File: src/hdl/gpr_pkg.sv
// ----------------------------------------------------------------------------
// gpr_pkg: shared types and constants for the 5x5 pyramid reduce core
// widths, queue geometry and the front-to-back transfer record
// ----------------------------------------------------------------------------
package gpr_pkg;

  // image limits
  localparam int MAX_COLUMNS  = 2048;
  localparam int MAX_ROWS     = 4096;
  localparam int MAX_COLORS   = 4;
  localparam int KERNEL_TAPS  = 5;
  localparam int LINE_SLOTS   = KERNEL_TAPS - 1;
  localparam int LINE_WORDS   = MAX_COLUMNS * MAX_COLORS;
  localparam int LINE_AW      = $clog2(LINE_WORDS);

  // configuration port
  localparam int CFG_IW = 2;
  localparam int CFG_DW = 13;

  // field widths
  localparam int SAMPLE_W = 8;
  localparam int TCOL_W   = 10;
  localparam int TROW_W   = 11;
  localparam int CH_W     = 2;
  localparam int VSUM_W   = 13;   // 20 * 255 fits
  localparam int ACC_W    = 17;   // 400 * 255 fits

  // divide by 400: drop four bits, then multiply by ceil(2^17 / 25)
  localparam int DIV_PRE_SHIFT = 4;
  localparam int DIV25_SHIFT   = 17;
  localparam int DIV25_MUL     = 5243;
  localparam int PROD_W        = 26;

  // queue between front and back
  localparam int Q_DEPTH = 4;
  localparam int Q_AW    = $clog2(Q_DEPTH);
  localparam int Q_CW    = $clog2(Q_DEPTH + 1);

  typedef struct packed {
    logic [KERNEL_TAPS-1:0][SAMPLE_W-1:0] taps;  // [0] oldest line, [4] new sample
    logic [CH_W-1:0]                      ch;
    logic                                 emit;
    logic [TCOL_W-1:0]                    tc;
    logic [TROW_W-1:0]                    tr;
    logic                                 last;
  } qitem_t;

  typedef struct packed {
    logic [Q_CW-1:0] count;
    logic            empty;
  } qstat_t;

endpackage

File: src/hdl/gpr_queue.sv
// ----------------------------------------------------------------------------
// gpr_queue: short fifo between front and back
// register based, head visible without a read cycle
// ----------------------------------------------------------------------------
module gpr_queue (
  input  logic            clk,
  input  logic            rst_n,
  input  logic            push,
  input  gpr_pkg::qitem_t push_item,
  input  logic            pop,
  output gpr_pkg::qitem_t pop_item,
  output gpr_pkg::qstat_t stat
);
  import gpr_pkg::*;

  qitem_t           entry_r [Q_DEPTH];
  logic [Q_AW-1:0]  wp_r;
  logic [Q_AW-1:0]  rp_r;
  logic [Q_CW-1:0]  count_r;

  always_ff @(posedge clk) begin
    if (!rst_n) begin
      wp_r    <= '0;
      rp_r    <= '0;
      count_r <= '0;
    end else begin
      if (push) wp_r <= wp_r + Q_AW'(1);
      if (pop)  rp_r <= rp_r + Q_AW'(1);
      case ({push, pop})
        2'b10:   count_r <= count_r + Q_CW'(1);
        2'b01:   count_r <= count_r - Q_CW'(1);
        default: count_r <= count_r;
      endcase
    end
  end

  always_ff @(posedge clk) begin
    if (push) entry_r[wp_r] <= push_item;
  end

  assign pop_item   = entry_r[rp_r];
  assign stat.count = count_r;
  assign stat.empty = (count_r == '0);

endmodule

File: config.mk
export PLATFORM = sky130hd
export DESIGN_NAME = gpr_queue
export DESIGN_NICKNAME = d
export VERILOG_FILES = /design/src/hdl/gpr_pkg.sv /design/src/hdl/gpr_queue.sv
export SDC_FILE = /design/constraint.sdc
export NUM_CORES = 1
export LEC_CHECK = 0
export BUFFER_PORTS_ARGS = -buffer_cell sky130_fd_sc_hd__buf_2
export CAP_MARGIN = 25
export CORE_MARGIN = 10
export CORE_UTILIZATION = 56
export DETAILED_ROUTE_END_ITERATION = 10
export GPL_ROUTABILITY_DRIVEN = 0
export PLACE_DENSITY = 0.81
export REMOVE_ABC_BUFFERS = 1
export SLEW_MARGIN = 20
export SYNTH_ARGS = -nofsm -noshare
export SYNTH_HDL_FRONTEND = slang
export SYNTH_SLANG_ARGS = --single-unit
export TNS_END_PERCENT = 30
File: constraint.sdc
create_clock -name clk -period 5.7 [get_ports clk]
set_input_delay 0.285 -clock clk [delete_from_list [all_inputs] [get_ports clk]]
set_output_delay 0.285 -clock clk [all_outputs]
set_load 0.05 [all_outputs]
==> results.yml <==
die:
  die_h_um: 153
  die_area_um2: 23300
  num_rows: 48
  die_w_um: 153
  io_pins: 138
  start_util: 0.571
  core_area_um2: 17300
worst_hold_path:
  hold_start: "push_item[52]"
  min_delay_path_depth: 1
  hold_end: "entry_r[2][52]"
  hold_class: "in2reg"
final_layout:
  areaGrowthSynthToFinish_pct: 22.8
  layout_common_cells: "260 x edfxtp_1, 137 x buf_2, 65 x mux4_2, 57 x dlygate4sd3_1, 27 x clkbuf_16"
  finalNonFillerCells: 838
  drive_gt1_frac: 0.402
  final_common_cell: "edfxtp_1"
  nNetsFinal: 669
logic_synthesis:
  synthTopCellsByArea: "edfxtp_1 79%, mux4_2 15%, dfxtp_1 1.8%"
  syn_area_um2: 9870
  synth-seq-cells: 269
  syn_inst: 384
  synth-seq-area-share: 0.809
  avgSynthCellArea_um2: 25.7
  yosysTopAreaCellShare: 0.791
  ys_warn_count: 0
  ys_types: 21
  synth_top_area_cell: "edfxtp_1"
timing:
  rsz0062_at_grt: "no"
  skew_ns: 0.0241
  finalHoldViolCount: 0
  finalSetupViolCount: 0
  min_period_over_period: 0.546
  tightest_slew_ns: 1.01
  tns_ns: 0
  max_clock_freq_ghz: 0.321
  slew_headroom: 0.329
  min_period_ns: 3.11
  final_max_slew_viol_count: 0
pwr:
  p_seq_frac: 0.508
  intPower_w: 0.00344
  swShare: 0.250
  p_per_area_nw_per_um2: 378
  leakage_nw: 4.15
  combinationalPowerShare: 0.141
  pwr-share-clk: 0.351
  vdd_drop_max_uv: 328
  switching_power_w: 0.00115
route:
  routed_wl_mm: 18.5
  num_vias: 4647
  drc: 0
  wire_per_inst_um: 22.1
  first_iter_violations: 347
  viasPerCell: 5.55
  first_pass_iters: 4
  final_antenna_net_count: 0
critical_path:
  critical_path_arrival_ns: 2.83
  r2r_cells: 3
  path_class: "reg2out"
  crit_chain: "buf_4 > mux4_2 > buf_2"
  critPathRequiredTime_ns: 5.41
  r2r_setup_slack_ns: 3.84
  rr_endpoint: "entry_r[2][44]"
  end_kind: "output pin"
  r2r_start: "wp_r[0]"
  crit_fanout: 43
  cp_slowest_cell: "dfxtp_4"
  slowest_delay_ns: 0.91
  critPathLaunchType: "register"
outcome:
  status: "completed"
placed_design:
  dp_cells: 733
  dp_hpwl_mm: 10.7
  place.port_buffers: 137
grt:
  grt-ovfl-total: 0
  grt_max_degree: 66
  grt_usage: 0.157
  grt_pass1_wl_mm: 29.5
  grt_pass1_vias: 5224
  antenna_found_initial: 1
clock_tree:
  clk_path_buf_depth: 3
  insertion_delay_ns: 0.52
  cts_buffers: 26
  h-tree-depth: 1
  path_clk_slew_ns: 0.06
  cts.sinks: 269
  cts-root-buf: "clkbuf_16"
  cts_tree: "done"
  postCtsSetupRepairBufs: 0
job:
  max_cap_violations: 0
Yosys cell counts (all sizes together):
library cell  number
edfxtp           260
mux4              65
buf               13
and2              10
dfxtp              9
inv                6
ha                 5
xor2               3
nand2              2
o21ai              2
xnor2              2
a21boi             1
clkbuf             1
fa                 1
mux2i              1
nor2b              1
nor3               1
or3                1
cell families (layout without fill, tap and decap cells):
group	count (synthesis)	after routing	share of synthesized area
flops	269	269	0.809
mux	66	66	0.149
buf+inv	20	248	0.0178
simple gates	15	15	0.00888
fa+ha+maj	6	6	0.00837
xor+xnor	5	5	0.00444
compound gates	3	3	0.00178
other cells	0	1	0
critical path: cells and delay by family (launching register included):
| family | cells | cell delay, ns |
|---|---|---|
| flops | 1 | 0.91 |
| buf+inv | 2 | 0.77 |
| mux | 1 | 0.57 |
worst max path at each step:
| stage | start | end | cells past startpoint |
|---|---|---|---|
| 2_1_floorplan | register | pop_item[0] | 1 |
| 3_3_place_gp | register | pop_item[18] | 3 |
| 3_5_place_dp | register | pop_item[18] | 3 |
| 4_1_cts | register | pop_item[18] | 3 |
| 5_1_grt | register | pop_item[29] | 3 |
| 6_report | register | pop_item[36] | 3 |
timing repair:
action,4_1_cts,5_1_grt
endpoints found under the setup margin,0,0
resized for setup,0,0
hold endpoints to repair,223,0
hold buffers,57,0
per-layer routing:
| metal | vias to the layer above | share of wire | track usage |
|---|---|---|---|
| met5 | - | 0 | 0 |
| met4 | 0 | 0.018 | 0.0381 |
| met3 | 30 | 0.068 | 0.0375 |
| met2 | 168 | 0.50 | 0.260 |
| met1 | 2401 | 0.41 | 0.205 |
| li1 | 2048 | - | - |
power groups by stage:
stage                     logic [W]  clock network [W]  registers, W
after CTS                  0.000651            0.00165       0.00233
final                      0.000646            0.00161       0.00233
after global routing       0.000680            0.00173       0.00234
after global placement     0.000607                  0       0.00237
after floorplan            0.000445                  0       0.00237
after detailed placement   0.000617                  0       0.00237
metrics by stage:
step	power, W	cell area [um2]	hold WS (ns)	utilization	worst slack [ns]
finish	0.00458	12100	0.0182	0.701	2.59
global route	0.00475	12100	0.00120	0.700	2.34
CTS	0.00463	12100	0.000600	0.699	2.48
detailed placement	0.00299	10700	0.502	0.619	3.04
global placement	0.00297	10700	0.488	0.619	3.04
floorplan	0.00282	9720	0.384	-	1.83
state kept, by name, summed over array words and instances (netlist names), named ones only:
register	flops
entry_r	260
count_r	3
rp_r	2
wp_r	2
final cells by class:
type | instances | area (um2)
inverter | 6 | 22.5
sequential | 269 | 8000
tap | 225 | 282
antenna | 1 | 2.50
clock inverter | 12 | 106
multi-input combinational | 95 | 1720
timing repair buffer | 196 | 1290
clock buffer | 34 | 702
fill | 1062 | 5180
(Power assumes the default switching activity.)
