$ cat src/hdl/gpr_pkg.sv
// ----------------------------------------------------------------------------
// gpr_pkg: shared types and constants for the 5x5 pyramid reduce core
// widths, queue geometry and the front-to-back transfer record
// ----------------------------------------------------------------------------
package gpr_pkg;

  // image limits
  localparam int MAX_COLUMNS  = 2048;
  localparam int MAX_ROWS     = 4096;
  localparam int MAX_COLORS   = 4;
  localparam int KERNEL_TAPS  = 5;
  localparam int LINE_SLOTS   = KERNEL_TAPS - 1;
  localparam int LINE_WORDS   = MAX_COLUMNS * MAX_COLORS;
  localparam int LINE_AW      = $clog2(LINE_WORDS);

  // configuration port
  localparam int CFG_IW = 2;
  localparam int CFG_DW = 13;

  // field widths
  localparam int SAMPLE_W = 8;
  localparam int TCOL_W   = 10;
  localparam int TROW_W   = 11;
  localparam int CH_W     = 2;
  localparam int VSUM_W   = 13;   // 20 * 255 fits
  localparam int ACC_W    = 17;   // 400 * 255 fits

  // divide by 400: drop four bits, then multiply by ceil(2^17 / 25)
  localparam int DIV_PRE_SHIFT = 4;
  localparam int DIV25_SHIFT   = 17;
  localparam int DIV25_MUL     = 5243;
  localparam int PROD_W        = 26;

  // queue between front and back
  localparam int Q_DEPTH = 4;
  localparam int Q_AW    = $clog2(Q_DEPTH);
  localparam int Q_CW    = $clog2(Q_DEPTH + 1);

  typedef struct packed {
    logic [KERNEL_TAPS-1:0][SAMPLE_W-1:0] taps;  // [0] oldest line, [4] new sample
    logic [CH_W-1:0]                      ch;
    logic                                 emit;
    logic [TCOL_W-1:0]                    tc;
    logic [TROW_W-1:0]                    tr;
    logic                                 last;
  } qitem_t;

  typedef struct packed {
    logic [Q_CW-1:0] count;
    logic            empty;
  } qstat_t;

endpackage

$ cat src/hdl/gpr_back.sv
// ----------------------------------------------------------------------------
// gpr_back: separable 1-5-8-5-1 filter, divide by 400, result register
// vertical sum, per-channel column history, reciprocal multiply, output
// ----------------------------------------------------------------------------
module gpr_back (
  input  logic                         clk,
  input  logic                         rst_n,
  input  gpr_pkg::qitem_t              q_item,
  input  gpr_pkg::qstat_t              q_stat,
  output logic                         q_pop,
  output logic                         out_valid,
  input  logic                         out_stall,
  output logic [gpr_pkg::SAMPLE_W-1:0] out_pixel_value,
  output logic [gpr_pkg::TCOL_W-1:0]   out_target_column,
  output logic [gpr_pkg::TROW_W-1:0]   out_target_row,
  output logic [gpr_pkg::CH_W-1:0]     out_channel,
  output logic                         out_frame_last
);
  import gpr_pkg::*;

  // a + 5b + 8c + 5d + e
  function automatic logic [ACC_W-1:0] tap_sum(
    input logic [VSUM_W-1:0] a, input logic [VSUM_W-1:0] b, input logic [VSUM_W-1:0] c,
    input logic [VSUM_W-1:0] d, input logic [VSUM_W-1:0] e);
    logic [ACC_W-1:0] bd;
    bd = ACC_W'(b) + ACC_W'(d);
    return ACC_W'(a) + ACC_W'(e) + (bd << 2) + bd + (ACC_W'(c) << 3);
  endfunction

  logic adv;

  logic              s1_valid_r;
  logic [VSUM_W-1:0] s1_vsum_r;
  logic [CH_W-1:0]   s1_ch_r;
  logic              s1_emit_r;
  logic [TCOL_W-1:0] s1_tc_r;
  logic [TROW_W-1:0] s1_tr_r;
  logic              s1_last_r;

  logic [LINE_SLOTS-1:0][VSUM_W-1:0] hist_r [MAX_COLORS];
  logic [LINE_SLOTS-1:0][VSUM_W-1:0] hist_cur;
  logic [ACC_W-1:0]                  acc;
  logic [ACC_W-1:0]                  vsum_full;

  logic                            s2_valid_r;
  logic [ACC_W-DIV_PRE_SHIFT-1:0]  s2_acc_r;
  logic [CH_W-1:0]                 s2_ch_r;
  logic                            s2_emit_r;
  logic [TCOL_W-1:0]               s2_tc_r;
  logic [TROW_W-1:0]               s2_tr_r;
  logic                            s2_last_r;

  logic              s3_valid_r;
  logic [PROD_W-1:0] s3_prod_r;
  logic [CH_W-1:0]   s3_ch_r;
  logic [TCOL_W-1:0] s3_tc_r;
  logic [TROW_W-1:0] s3_tr_r;
  logic              s3_last_r;

  logic out_valid_r;

  // whole pipe holds while a finished result waits
  assign adv   = !out_valid_r || !out_stall;
  assign q_pop = adv && !q_stat.empty;

  assign vsum_full = tap_sum(VSUM_W'(q_item.taps[0]), VSUM_W'(q_item.taps[1]),
                             VSUM_W'(q_item.taps[2]), VSUM_W'(q_item.taps[3]),
                             VSUM_W'(q_item.taps[4]));

  always_ff @(posedge clk) begin
    if (!rst_n) begin
      s1_valid_r  <= 1'b0;
      s2_valid_r  <= 1'b0;
      s3_valid_r  <= 1'b0;
      out_valid_r <= 1'b0;
    end else if (adv) begin
      s1_valid_r  <= q_pop;
      s2_valid_r  <= s1_valid_r;
      s3_valid_r  <= s2_valid_r && s2_emit_r;
      out_valid_r <= s3_valid_r;
    end
  end

  // stage 1: vertical sum of the new column
  always_ff @(posedge clk) begin
    if (adv) begin
      s1_vsum_r <= vsum_full[VSUM_W-1:0];
      s1_ch_r   <= q_item.ch;
      s1_emit_r <= q_item.emit;
      s1_tc_r   <= q_item.tc;
      s1_tr_r   <= q_item.tr;
      s1_last_r <= q_item.last;
    end
  end

  // stage 2: horizontal sum over this channel's last five columns
  assign hist_cur = hist_r[s1_ch_r];
  assign acc = tap_sum(hist_cur[0], hist_cur[1], hist_cur[2], hist_cur[3], s1_vsum_r);

  always_ff @(posedge clk) begin
    if (adv && s1_valid_r) begin
      hist_r[s1_ch_r][0] <= hist_cur[1];
      hist_r[s1_ch_r][1] <= hist_cur[2];
      hist_r[s1_ch_r][2] <= hist_cur[3];
      hist_r[s1_ch_r][3] <= s1_vsum_r;
    end
  end

  always_ff @(posedge clk) begin
    if (adv) begin
      s2_acc_r  <= acc[ACC_W-1:DIV_PRE_SHIFT];
      s2_ch_r   <= s1_ch_r;
      s2_emit_r <= s1_emit_r;
      s2_tc_r   <= s1_tc_r;
      s2_tr_r   <= s1_tr_r;
      s2_last_r <= s1_last_r;
    end
  end

  // stage 3: divide by 25 through the reciprocal, exact below 43690
  always_ff @(posedge clk) begin
    if (adv) begin
      s3_prod_r <= PROD_W'(s2_acc_r) * PROD_W'(DIV25_MUL);
      s3_ch_r   <= s2_ch_r;
      s3_tc_r   <= s2_tc_r;
      s3_tr_r   <= s2_tr_r;
      s3_last_r <= s2_last_r;
    end
  end

  // output register
  always_ff @(posedge clk) begin
    if (adv && s3_valid_r) begin
      out_pixel_value   <= s3_prod_r[DIV25_SHIFT +: SAMPLE_W];
      out_target_column <= s3_tc_r;
      out_target_row    <= s3_tr_r;
      out_channel       <= s3_ch_r;
      out_frame_last    <= s3_last_r;
    end
  end

  assign out_valid = out_valid_r;

endmodule

$ cat config.mk
export PLATFORM = sky130hd
export DESIGN_NAME = gpr_back
export DESIGN_NICKNAME = d
export VERILOG_FILES = /design/src/hdl/gpr_pkg.sv /design/src/hdl/gpr_back.sv
export SDC_FILE = /design/constraint.sdc
export NUM_CORES = 1
export LEC_CHECK = 0
export BUFFER_PORTS_ARGS = -buffer_cell sky130_fd_sc_hd__buf_2
export CORE_MARGIN = 2
export CORE_UTILIZATION = 49
export DETAILED_ROUTE_END_ITERATION = 8
export GPL_ROUTABILITY_DRIVEN = 0
export PLACE_DENSITY = 0.66
export SYNTH_ARGS = -nofsm -noshare
export SYNTH_HDL_FRONTEND = slang
export SYNTH_SLANG_ARGS = --single-unit
$ cat constraint.sdc
create_clock -name clk -period 23.9 [get_ports clk]
set_input_delay 1.195 -clock clk [delete_from_list [all_inputs] [get_ports clk]]
set_output_delay 1.195 -clock clk [all_outputs]
set_load 0.01 [all_outputs]
==> metrics, run 1 <==
clk sink count 354; CTS resizes 0; Crit path max-delay family adder cells; slowest CP cell dfxtp_4; hold path startpoint s3_last_r; Critical Path Max Stage Delay 650 ps; synth top area cells edfxtp_1 56%, fa_1 13%, ha_1 10%; clock buffer depth 3; Diodes inserted 0; row count 71; DR iter-0 viols 503; share of flip-flops with an asynchronous set or reset 0; layout cell share with drive strength beyond 1 0.170; CP arrival 6830 ps; final worst path period need 6560 ps; IO Port Bufs 102; max cap viols 0; setup TNS 0 ps; top cell type's share of synthesized area 0.564; final-layout fill cell count 3022; clock skew after layout 19.4 ps; vias in the first global route 9743; CP Class reg -> reg; Setup crit start kind flop; Main synth FF type edfxtp_1; core area 0.0375 sq mm; GR Overflow Total 0; Hold Vio Cnt, Final 0; status completed; setup violators final 0; critical path buffer and inverter count 2; register area share after synthesis 0.570; nets@finish 1645; Num CTS Buffers 36; post-route ant nets 0; DRC viols 0; largest net degree at the start of global routing 80; post-synth net total 1511; P&R area growth vs syn 12.1%; IO Pins 106; Critical Path RT 24170 ps; via count 9345; die width 199 microns; Slew Limit Fails 0; Yosys warnings 0; Final period util 0.275; crit path max fanout 30; postcts setup bufs 0; type of the worst min-delay path reg -> reg; clk_lat worst skew 530 ps; leading area contributor after synthesis edfxtp_1; Gate Count Post-Synth 1173; Initial DRT Pass Iterations 5; Yosys cell types 51; most common cell after layout, fill and taps aside edfxtp_1; register clock-pin slew on the reported worst setup and hold paths 60 ps; FF+latch count, synth 354; Seq. cell area 0.0106 sq mm; uppermost layer routed met4; clock root buffer master clkbuf_16; initial antenna violation count 0; commonest cells after routing, fill and taps aside 348 x edfxtp_1, 212 x inv_1, 150 x ha_1; RSZ-0062 raised after global routing false; Metal-1 WL 13400 microns; die area 0.0394 sq mm; first-pass GRT wire length 49500 microns; CTS tree done; DIE HEIGHT 199 microns; Worst setup EP type flop; Post-Route WL 30300 microns; H-Tree Depth 2; fmax 152 MHz; vias per cell 5.07; multi-input logic area 0.00714 sq mm; post-synth design cell area 0.0185 sq mm; number of synthesized flops with an enable pin 348; DR WL met3 902 microns; wire length per cell 16.4 microns; normalized max-slew margin 0.348; Final HPWL DP 21500 microns; syn avg cell area 15.8 sq um; # hold bufs at CTS 0; slew of the pin with the lowest slew margin 977 ps; total track usage 0.161; Cell Chain, Critical Path buf_4 -> mux4_2 -> ha_1 -> a21o_1 -> a21oi_1 -> nor2_1 -> o21a_1 -> nor2_1 -> xor2_1 -> fa_1 -> fa_1 -> inv_1 -> ha_1 -> o21a_1 -> o31a_1 -> or4_4 -> a41o_1 -> o41a_1 -> xor2_1; initial core utilization 0.494; wire length on met2 15400 microns
-- area by class of cell --
| cell class | count | share of cell area |
|---|---|---|
| inverter | 212 | 0.0383 |
| sequential | 354 | 0.509 |
| clock inverter | 20 | 0.00686 |
| multi-input combinational | 593 | 0.343 |
| clock buffer | 43 | 0.0446 |
| tap | 511 | 0.0308 |
| timing repair buffer | 110 | 0.0274 |
-- cell usage after synthesis (3+ instances only) --
cell / n
edfxtp_1: 348
inv_1: 212
ha_1: 150
fa_1: 116
mux4_2: 52
a21oi_1: 37
xnor2_1: 32
nor2_1: 31
nand2_1: 24
o21ai_0: 24
o21a_1: 14
xor2_1: 13
nor3_1: 11
nor2b_1: 9
a21o_1: 8
clkbuf_1: 7
nand3_1: 7
and3_1: 6
dfxtp_1: 6
and4_1: 5
buf_2: 5
a31o_2: 4
o211ai_1: 4
a21boi_0: 3
a311oi_1: 3
o22ai_1: 3
o31a_1: 3
o41ai_1: 3
or3_1: 3
-- flip-flops by register name (all words and copies together) (netlist names), 11 cells and up, named ones only --
| register | flops |
|---|---|
| hist_r | 208 |
| out_target_row | 11 |
| s1_tr_r | 11 |
| s1_vsum_r | 13 |
| s2_acc_r | 13 |
| s2_tr_r | 11 |
| s3_tr_r | 11 |
-- final timing paths --
| check | endpoint | cells after the start | slack (ps) |
|---|---|---|---|
| setup / recovery | s2_acc_r[11] | 19 | 17340 |
| setup reg to reg | s2_acc_r[11] | 19 | 17340 |
| hold reg to reg | out_frame_last | 0 | 420 |
| hold / removal | out_frame_last | 0 | 420 |
-- per-stage QoR --
step	worst slack, ps	std cells	hold WS (ps)	area, sq um	utilization
after global placement	17250	1780	400	19700	0.526
after detailed placement	17230	1780	405	19700	0.526
after global routing	16830	1843	422	20800	0.555
after floorplan	15420	1173	400	18500	-
final	17340	1843	416	20800	0.555
after CTS	17200	1843	418	20800	0.555
-- routing by layer --
layer  GRT usage  vias to the layer above
li1            -                     4487
met1       0.214                     4698
met2       0.278                      116
met3      0.0231                       44
met4      0.0462                        0
met5           0                        -
-- kinds of logic (layout without fill, tap and decap cells) --
group                    after synthesis  in the layout  synth area share
flip-flops                           354            354             0.570
adder cells (fa/ha/maj)              266            266             0.227
buffers and inverters                226            385            0.0462
AO/OA/AOI/OAI                        121            121            0.0423
AND/OR/NAND/NOR                      107            107            0.0292
multiplexers                          54             54            0.0644
XOR/XNOR                              45             45            0.0213
Power of run 1 is left out: the tool's default activity adds up to more than one toggle a clock period on the data nets, which glitch-free logic cannot reach.
==> run 2, diff against run 1 <==
Settings changed: PLACE_DENSITY 0.66 to 0.69.
Clock period 23.9 ns to 5.53 ns, I/O delays scaled along.
==> run 2 against run 1 <==
Compared with the run above:
- wire length up 1.4%
- die area unchanged
- maximum frequency up 24%
- register-to-register slack worse by 17000 ps
- core utilization up 2.0 points
- global-route usage up 0.19 points
- worst setup slack worse by 17000 ps
- clock skew about the same
- highest routed layer unchanged
- final area up 3.5%
- via count up 3.2%
- first-iteration DRC count up 15%
==> metrics, run 2 (synthesis gave the netlist of run 1 again) <==
Setup WS pre-CTS 13.3 ps; status completed; wire length per cell 16.1 microns; Most flops, register hist_r; r2r setup slk 230 ps; DIE HEIGHT 199 microns; clock buffer depth 3; hold path startpoint q_stat[0]; setup TNS 0 ps; commonest cells after routing, fill and taps aside 348 x edfxtp_1, 212 x inv_1, 146 x ha_1; CP arrival 5570 ps; Initial DRT Pass Iterations 4; max reg flops 208; nets@finish 1708; largest net degree at the start of global routing 89; CTS tree done; Worst setup endpoint s2_acc_r[11]; setup violators final 0; DP Cell Count 1806; clock root buffer master clkbuf_16; Setup crit start kind flop; Worst setup EP type flop; Layout Cells excl Fill 1907; H-Tree Depth 2; Hold Vio Cnt, Final 0; clk_lat worst skew 530 ps; Final period util 0.959; row count 71; total track usage 0.163; final worst path period need 5300 ps; die width 199 microns; fmax 189 MHz; via count 9643; first-pass GRT wire length 50000 microns; max cap viols 0; IO Pins 106; layout cell share with drive strength beyond 1 0.205; Global Route met1 Usage 0.214; post-route ant nets 0; vias per cell 5.06; Post-Route WL 30700 microns; CP Class reg -> reg; DRC viols 0; normalized max-slew margin 0.280; initial core utilization 0.494; most common cell after layout, fill and taps aside edfxtp_1; RR Endpoint s2_acc_r[11]; die area 0.0394 sq mm; Critical Path RT 5800 ps; DR iter-0 viols 579; P&R area growth vs syn 16.1%; Final HPWL DP 21700 microns; final worst setup slack 227 ps; Largest regs hist_r x208, s1_vsum_r x13, s2_acc_r x13; met2 usage 0.284; global-route met3 utilization 0.0229; IO Port Bufs 102; cells on worst reg2reg path 19; Slew Limit Fails 0; core area 0.0375 sq mm; register clock-pin slew on the reported worst setup and hold paths 60 ps; clock skew after layout 19.4 ps; clk sink count 354; GRT busiest layer met2; crit path max fanout 7; initial antenna violation count 1; Num CTS Buffers 36; slew of the pin with the lowest slew margin 1080 ps; GR Overflow Total 0; type of the worst min-delay path in -> reg; vias in the first global route 10100
[run 2: cell types whose count changed in the layout (fill, tap and decap cells not counted), moves of 4 or more]
cell	previous run	this run
buf_4	8	41
clkinv_1	9	3
dlygate4sd3_1	0	26
ha_1	150	146
o21ai_0	24	20
[run 2: worst min path at each step]
stage                         end  slack (ps)  cells after the start
2_1_floorplan          s1_ch_r[0]         380                      0
3_3_place_gp           s3_tc_r[4]         400                      0
3_5_place_dp   out_pixel_value[4]         400                      0
4_1_cts                s1_valid_r          20                      3
5_1_grt                s1_valid_r          60                      3
6_report               s1_valid_r          50                      3
[run 2: area by class of cell]
type / instances / area [sq um]
Tap cell: 511 / 639
Antenna cell: 1 / 2.50
Clock inverter: 19 / 163
Fill cell: 3007 / 16000
Inverter: 212 / 796
Clock buffer: 44 / 961
Timing Repair Buffer: 173 / 1130
Sequential cell: 354 / 10600
Multi-Input combinational cell: 593 / 7250
[run 2: repair_timing]
action	CTS	global route
endpoints found under the hold margin	30	0
pin swaps	1	8
gates resized for setup	0	24
hold buffers	26	0
endpoints found under the setup margin	1	3
buffers inserted	1	10
[run 2: per-stage QoR]
stage	cell area, sq um	util	hold slack [ps]
2_1_floorplan	18600	-	375
3_3_place_gp	19900	0.532	400
3_5_place_dp	19900	0.532	405
4_1_cts	21300	0.569	20.3
5_1_grt	21500	0.574	63.3
6_report	21500	0.574	51.9
[run 2: critical path, stage by stage (launching register included)]
cell and delay (ps):
dfxtp_4 430, buf_4 140, mux4_2 560, ha_1 230, inv_1 70, fa_1 200
nor2b_1 80, o31a_1 290, o21ai_0 170, nand2b_1 90, xor2_1 170, fa_1 490
inv_1 50, fa_1 490, inv_1 40, ha_1 240, or4_4 560, a41o_1 270
o41a_1 320, xor2_1 150
[run 2: layer usage]
layer  vias to the layer above  part of all wire
met2                       137              0.51
met3                        40             0.032
li1                       4614                 -
met1                      4852              0.44
met4                         0             0.020
met5                         -                 0
Power of run 2 is left out for the same reason.
==> run 3, diff against run 2 <==
Settings changed: PLACE_DENSITY 0.69 to 0.66.
Clock period 5.53 ns to 6.2 ns, I/O delays scaled along.
==> run 3 against run 2 <==
Compared with the run above:
- via count fell by 2.5%
- wire length is 0.24% lower
- first-iteration DRC count decreased by 20%
- die area did not move
- clock-buffer cell count grew 1
- sequential share of layout area is 0.84 points higher
- worst setup slack better by 210 ps
==> metrics, run 3 (synthesis gave the netlist of run 1 again) <==
status completed; Setup crit start kind flop; postcts setup bufs 0; fin util 0.564; initial core utilization 0.494; Largest regs hist_r x208, s1_vsum_r x13, s2_acc_r x13; layout cell share with drive strength beyond 1 0.173; DRC viols 0; setup violators final 0; fmax 174 MHz; final worst setup slack 439 ps; RSZ-0062 raised after global routing false; Worst setup endpoint s2_acc_r[11]; Num CTS Buffers 37; core area 0.0375 sq mm; Setup WS pre-CTS 421 ps; H-Tree Depth 2; register clock-pin slew on the reported worst setup and hold paths 60 ps; CP arrival 6040 ps; CTS tree done; r2r setup slk 440 ps; clk_lat worst skew 530 ps; wire length per cell 16.3 microns; Post-Route WL 30600 microns; first-pass GRT wire length 50600 microns; clock skew after layout 17.0 ps; post-route ant nets 0; crit path max fanout 15; Hold Slack 36.8 ps; Layout Cells excl Fill 1873; via count 9404; clock root buffer master clkbuf_16; max cap viols 0; Final period util 0.929; IO Pins 106; DP Cell Count 1783; IO Port Bufs 102; normalized max-slew margin 0.365; total track usage 0.164; vias per cell 5.02; clk sink count 354; P&R area growth vs syn 14.1%; initial antenna violation count 0; CP Class reg -> reg; Slew Limit Fails 0; commonest cells after routing, fill and taps aside 348 x edfxtp_1, 212 x inv_1, 150 x ha_1; row count 71; cells on worst reg2reg path 18; Hold Vio Cnt, Final 0; Initial DRT Pass Iterations 5; max reg flops 208; GR Overflow Total 0; type of the worst min-delay path in -> reg; RR Endpoint s2_acc_r[11]; final worst path period need 5760 ps; DIE HEIGHT 199 microns; Most flops, register hist_r; clock buffer depth 3; Final HPWL DP 21900 microns; Worst setup EP type flop; DR iter-0 viols 462; Diodes inserted 0; most common cell after layout, fill and taps aside edfxtp_1; Critical Path RT 6480 ps; largest net degree at the start of global routing 79; die area 0.0394 sq mm; slew of the pin with the lowest slew margin 953 ps; die width 199 microns; vias in the first global route 10000; nets@finish 1674
run 3: layout make-up:
class	count	area, sq um
Timing Repair Buffer	138	881
Sequential cell	354	10600
Tap cell	511	639
Multi-Input combinational cell	593	7140
Clock buffer	45	956
Inverter	212	796
Fill cell	2997	16300
Clock inverter	20	176
run 3: worst max-delay path: stages, from the launching register on:
cell	delay, ps
dfxtp_4	560
mux4_2	620
ha_1	320
a21o_1	190
a21oi_1	280
nor2_1	70
o21a_1	200
nor2_1	110
xor2_1	300
fa_1	500
fa_1	540
inv_1	40
ha_1	350
o21a_1	130
o31a_1	120
or4_4	430
a41o_1	280
o41a_1	330
xor2_1	140
run 3: worst min-delay path by stage:
stage,endpoint,startpoint,cells past startpoint
floorplan,out_channel[0],s3_ch_r[0],0
global placement,s3_tr_r[5],s2_tr_r[5],0
detailed placement,s2_tc_r[9],s1_tc_r[9],0
CTS,out_valid,rst_n,2
global route,s1_valid_r,rst_n,2
finish,out_valid,rst_n,2
run 3: routing by layer:
| metal | track usage | wire length, microns |
|---|---|---|
| met1 | 0.215 | 13700 |
| met2 | 0.290 | 15600 |
| met3 | 0.0234 | 824 |
| met4 | 0.0376 | 522 |
| met5 | 0 | 0 |
run 3: repair_timing:
item                       4_1_cts  5_1_grt
resized for setup                0        0
setup endpoints to repair        0        0
hold endpoints to repair        25        0
hold buffers                    25        0
run 3: metrics by stage:
stage	cell area, sq um	setup TNS (ps)
global placement	19800	0
finish	21200	0
detailed placement	19800	0
CTS	21200	0
global route	21200	0
floorplan	18500	-213250
Power of run 3 is left out for the same reason.
